[config.mk]
export PLATFORM = sky130hd
export DESIGN_NAME = dllc_ctrl
export DESIGN_NICKNAME = d
export VERILOG_FILES = /design/src/assert_macros.svh /design/src/dllc_pkg.sv /design/src/dllc_ctrl.sv
export SDC_FILE = /design/constraint.sdc
export NUM_CORES = 1
export LEC_CHECK = 0
export BUFFER_PORTS_ARGS = -buffer_cell sky130_fd_sc_hd__buf_2
export CAP_MARGIN = 10
export CORE_AREA = 8 8 45 47
export DETAILED_ROUTE_END_ITERATION = 16
export DIE_AREA = 0 0 53 55
export PLACE_DENSITY = 0.36
export SYNTH_ARGS = -nofsm -noshare
export SYNTH_HDL_FRONTEND = slang
export SYNTH_SLANG_ARGS = --single-unit
[constraint.sdc]
create_clock -name clk -period 1.35 [get_ports clk]
set_input_delay 0 -clock clk [delete_from_list [all_inputs] [get_ports clk]]
set_output_delay 0 -clock clk [all_outputs]
set_load 0.005 [all_outputs]
[src/assert_macros.svh]
// assertion helpers for the list unit
`ifndef ASSERT_MACROS_SVH
`define ASSERT_MACROS_SVH
// check that a implies b at each clock edge
`define ASSERT_IMPL(label, clk, rst_n, a, b, msg) \
  label: assert property (@(posedge clk) disable iff (!rst_n) (a) |-> (b)) \
    else $error(msg);
// check that a implies b in the next cycle
`define ASSERT_NEXT(label, clk, rst_n, a, b, msg) \
  label: assert property (@(posedge clk) disable iff (!rst_n) (a) |=> (b)) \
    else $error(msg);
`endif

[src/dllc_pkg.sv]
// -----------------------------------------------------------------------------
// dllc_pkg: shared types and codes
// operation codes and controller/datapath command types of the list unit
// -----------------------------------------------------------------------------
`timescale 1ns / 1ps
`default_nettype none
package dllc_pkg;
  typedef enum logic [4:0] {
    OP_CLEAR = 5'd0, OP_INS_FIRST = 5'd1, OP_INS_LAST = 5'd2, OP_CUR_FIRST = 5'd3,
    OP_CUR_LAST = 5'd4, OP_RD_FIRST = 5'd5, OP_RD_LAST = 5'd6, OP_DEL_FIRST = 5'd7,
    OP_DEL_LAST = 5'd8, OP_POST_DEL = 5'd9, OP_PRE_DEL = 5'd10, OP_POST_INS = 5'd11,
    OP_PRE_INS = 5'd12, OP_RD_CUR = 5'd13, OP_WR_CUR = 5'd14, OP_NEXT = 5'd15,
    OP_PREV = 5'd16
  } op_t;

  // controller to datapath
  typedef struct packed {
    logic load;   // capture request
    logic rd1;    // first pointer fetch
    logic rd2;    // second pointer fetch
    logic exec;   // commit updates
  } dp_cmd_t;

  // datapath to controller
  typedef struct packed {
    logic dummy_ok;
  } dp_sts_t;
endpackage
`default_nettype wire

[src/dllc_ctrl.sv]
// -----------------------------------------------------------------------------
// dllc_ctrl: request sequencer
// steps each request through capture, two pointer fetches and commit
// -----------------------------------------------------------------------------
`timescale 1ns / 1ps
`default_nettype none
module dllc_ctrl (
  input  wire logic clk,
  input  wire logic rst_n,
  input  wire logic in_valid,
  output logic      in_ready,
  output logic      out_valid,
  input  wire logic out_ready,
  output dllc_pkg::dp_cmd_t cmd,
  input  dllc_pkg::dp_sts_t sts
);
  import dllc_pkg::*;
  typedef enum logic [2:0] {S_IDLE, S_RD1, S_RD2, S_EXEC, S_OUT} state_t;
  state_t state_r;
  logic   unused_sts;
  assign unused_sts = sts.dummy_ok;

  // accept only when idle, with no request in progress and no result pending
  assign in_ready  = (state_r == S_IDLE);
  assign out_valid = (state_r == S_OUT);
  always_comb begin
    cmd.load = in_valid && in_ready;
    cmd.rd1  = (state_r == S_RD1);
    cmd.rd2  = (state_r == S_RD2);
    cmd.exec = (state_r == S_EXEC);
  end

  // sequencer
  always_ff @(posedge clk) begin
    if (!rst_n) begin
      state_r <= S_IDLE;
    end else begin
      unique case (state_r)
        S_IDLE: if (in_valid) state_r <= S_RD1;
        S_RD1:  state_r <= S_RD2;
        S_RD2:  state_r <= S_EXEC;
        S_EXEC: state_r <= S_OUT;
        S_OUT:  if (out_ready) state_r <= S_IDLE;
        default: state_r <= S_IDLE;
      endcase
    end
  end
endmodule
`default_nettype wire

==> run metrics <==
status finished clean; largest net degree at the start of global routing 8; routed vias/inst 3.77; combinational fraction of design power roughly 17%; Max Slew Vio Count 0; Largest Register state_r; H-tree levels 1; ant diodes 0; Clock power frac 49.1%; DIE HEIGHT about 55 um; initial antenna violation count 0; Int Pwr approximately 0.24 mW; biggest regs state_r: 3 flops; Seq/Total Area, Yosys roughly 40%; CTS tree done; Critical Path AT around 1.1 ns; DRT Wirelength around 460 um; hold_buf cts 0; Max Clk Rate 932 MHz; Core ar. approximately 0.0014 mm2; part of the power in registers roughly a third; Area Overhead vs Synth 61.3%; post-route ant nets 0; syn avg cell area between 9 and 10 um2; sw power about 0.085 mW; peak supply drop roughly 0.21 mV; # rows 14; Clock Sink Count 3; Synth Area in Simple Gates between 40% and 50%; pwr/cell area between 1000 and 1500 mW/mm2; crit start category flop; Num CTS Buffers 3; effective utilization at floorplan between 10 and 15%; Synth area leader dfxtp_1; Final setup viols 0; setup TNS 0 ns; post-DP HPWL between 300 and 400 um; ys flop type dfxtp_1; routed via count roughly 170; GRT overflow 0; DR iter-0 viols 0; switch share a little over a quarter; Hold Path Class in -> reg; Crit path required time around 1.4 ns; Synth Cell Area ~150 um2; share of cells above drive strength 1 a little under half; drt pass-1 iters 1; WL/cell about 10 um; Die W roughly 53 um; clk slew on worst S/H paths ~0.04 ns; main combinational cell family by area after synthesis simple AND/OR/NAND/NOR gates; Skew-Pair Late Insertion Delay between 0.2 and 0.25 ns; DRC viols 0; Synth Area in Adders 0%; maxcap violations 0; top post-synthesis cells by area dfxtp_1 40%, nor3b_1 15%, nor3b_2 8.4%, nor3_1 6.7%, a22o_1 5.9%; Synthesized Nets 20; EDFF count, synth 0; first-pass GRT wire length just over 800 um; root buf cell clkbuf_4; port bufs 9; GPL Wtd Cong between 0.6 and 0.7; xor and xnor area share after synthesis a little under 6%; number of flip-flops in the largest register 3; vias in the first global route 180; full die area between 0.002 and 0.003 mm2; Synth Area in Compound Gates a little over 9%; CTS Buffer Depth 2; synth cell count leaders 3 x dfxtp_1, 3 x nor3b_1, 2 x nor3_1; Synth cell types 10; skew final approximately 0.0048 ns; synth warn 0; Final Cycle Share between 70% and 80%; Async SR Flop Fraction 0%; min cycle time layout 1.07 ns; Crit. End Element output pin; area share of the leading cell type in the synthesized netlist 40.3%; worst-path fanout max 7; IO Pins 11; post-CTS resize count 0; nets 34; Pleak approximately 0.11 nW; dpl cell area 214 um2; RSZ-0062 raised after global routing false; kind of critical path reg -> out; slew margin rel. a little over four fifths; Final Hold Viols 0; postcts setup bufs 0; mux cell area share after synthesis 0%; overall routing resource usage about 4.5%; post-route cell area roughly 240 um2; #FFs+latches synth 3; synthesized instance count 15; measured slew at the worst slew-check pin between 0.2 and 0.25 ns
-- worst paths after layout --
kind	cells past startpoint	to	from	slack [ns]
worst max-delay path	3	cmd[3]	state_r[0]$_SDFFE_PN0P_	0.28
worst min-delay path	2	state_r[2]$_SDFFE_PN0P_	rst_n	0.02
worst max register to register	2	state_r[2]$_SDFFE_PN0P_	state_r[2]$_SDFFE_PN0P_	0.39
worst min register to register	1	state_r[0]$_SDFFE_PN0P_	state_r[2]$_SDFFE_PN0P_	0.54
-- cell families (layout without fill, tap and decap cells) --
kind of cell / Yosys count / in the layout
AND/OR/NAND/NOR: 9 / 9
flip-flops: 3 / 3
AO/OA/AOI/OAI: 2 / 2
XOR/XNOR: 1 / 1
buffers and inverters: 0 / 13
-- critical path: stages, from the launching register on --
cell and delay [ns]:
dfxtp_1 0.37, nor3_1 0.23, and2_1 0.14, buf_2 0.10
-- power by group through the flow --
stage / Combinational (mW) / Clock (mW) / Sequential, mW
global route: 0.0602 / 0.184 / 0.115
CTS: 0.0556 / 0.167 / 0.112
floorplan: 0.0289 / 0 / 0.110
finish: 0.0535 / 0.159 / 0.112
detailed placement: 0.0549 / 0 / 0.113
global placement: 0.0552 / 0 / 0.113
-- placed cells by master (no fill, tap or decap) --
master	count
nor3b_2	1
clkbuf_1	1
a22o_1	1
dfxtp_1	3
and2_1	1
nor2b_1	1
o21ai_0	1
nor3b_1	3
and3b_1	1
buf_2	9
xnor2_1	1
nor3_1	2
clkbuf_4	3
-- per-stage QoR --
step / std cells / hold WS (ns) / power (mW) / util (%) / setup slack, ns
finish: 44 / 0.0203 / 0.325 / 17.4 / 0.278
detailed placement: 40 / 0.266 / 0.168 / 15.5 / 0.391
global placement: 40 / 0.274 / 0.168 / 15.5 / 0.394
global route: 44 / 0.0238 / 0.359 / 17.4 / 0.151
floorplan: 15 / 0.110 / 0.139 / - / 0.432
CTS: 44 / 0.0170 / 0.335 / 17.4 / 0.253
-- layer usage --
layer | vias up | part of all wire (%) | track usage, %
li1 | 80 | - | -
met1 | 78 | 34 | 3.48
met2 | 6 | 56 | 6.05
met3 | 2 | 4.6 | 2.67
met4 | 0 | 5.7 | 7.76
met5 | - | 0 | 0
-- cell type report --
cell class | count | area [um2]
sequential | 3 | 60.1
fill | 165 | 1140
multi-input combinational | 12 | 88.8
timing repair buffer | 9 | 45.0
clock buffer | 4 | 26.3
tap | 16 | 20.0
Note: power is estimated with default switching activity, not from simulation.
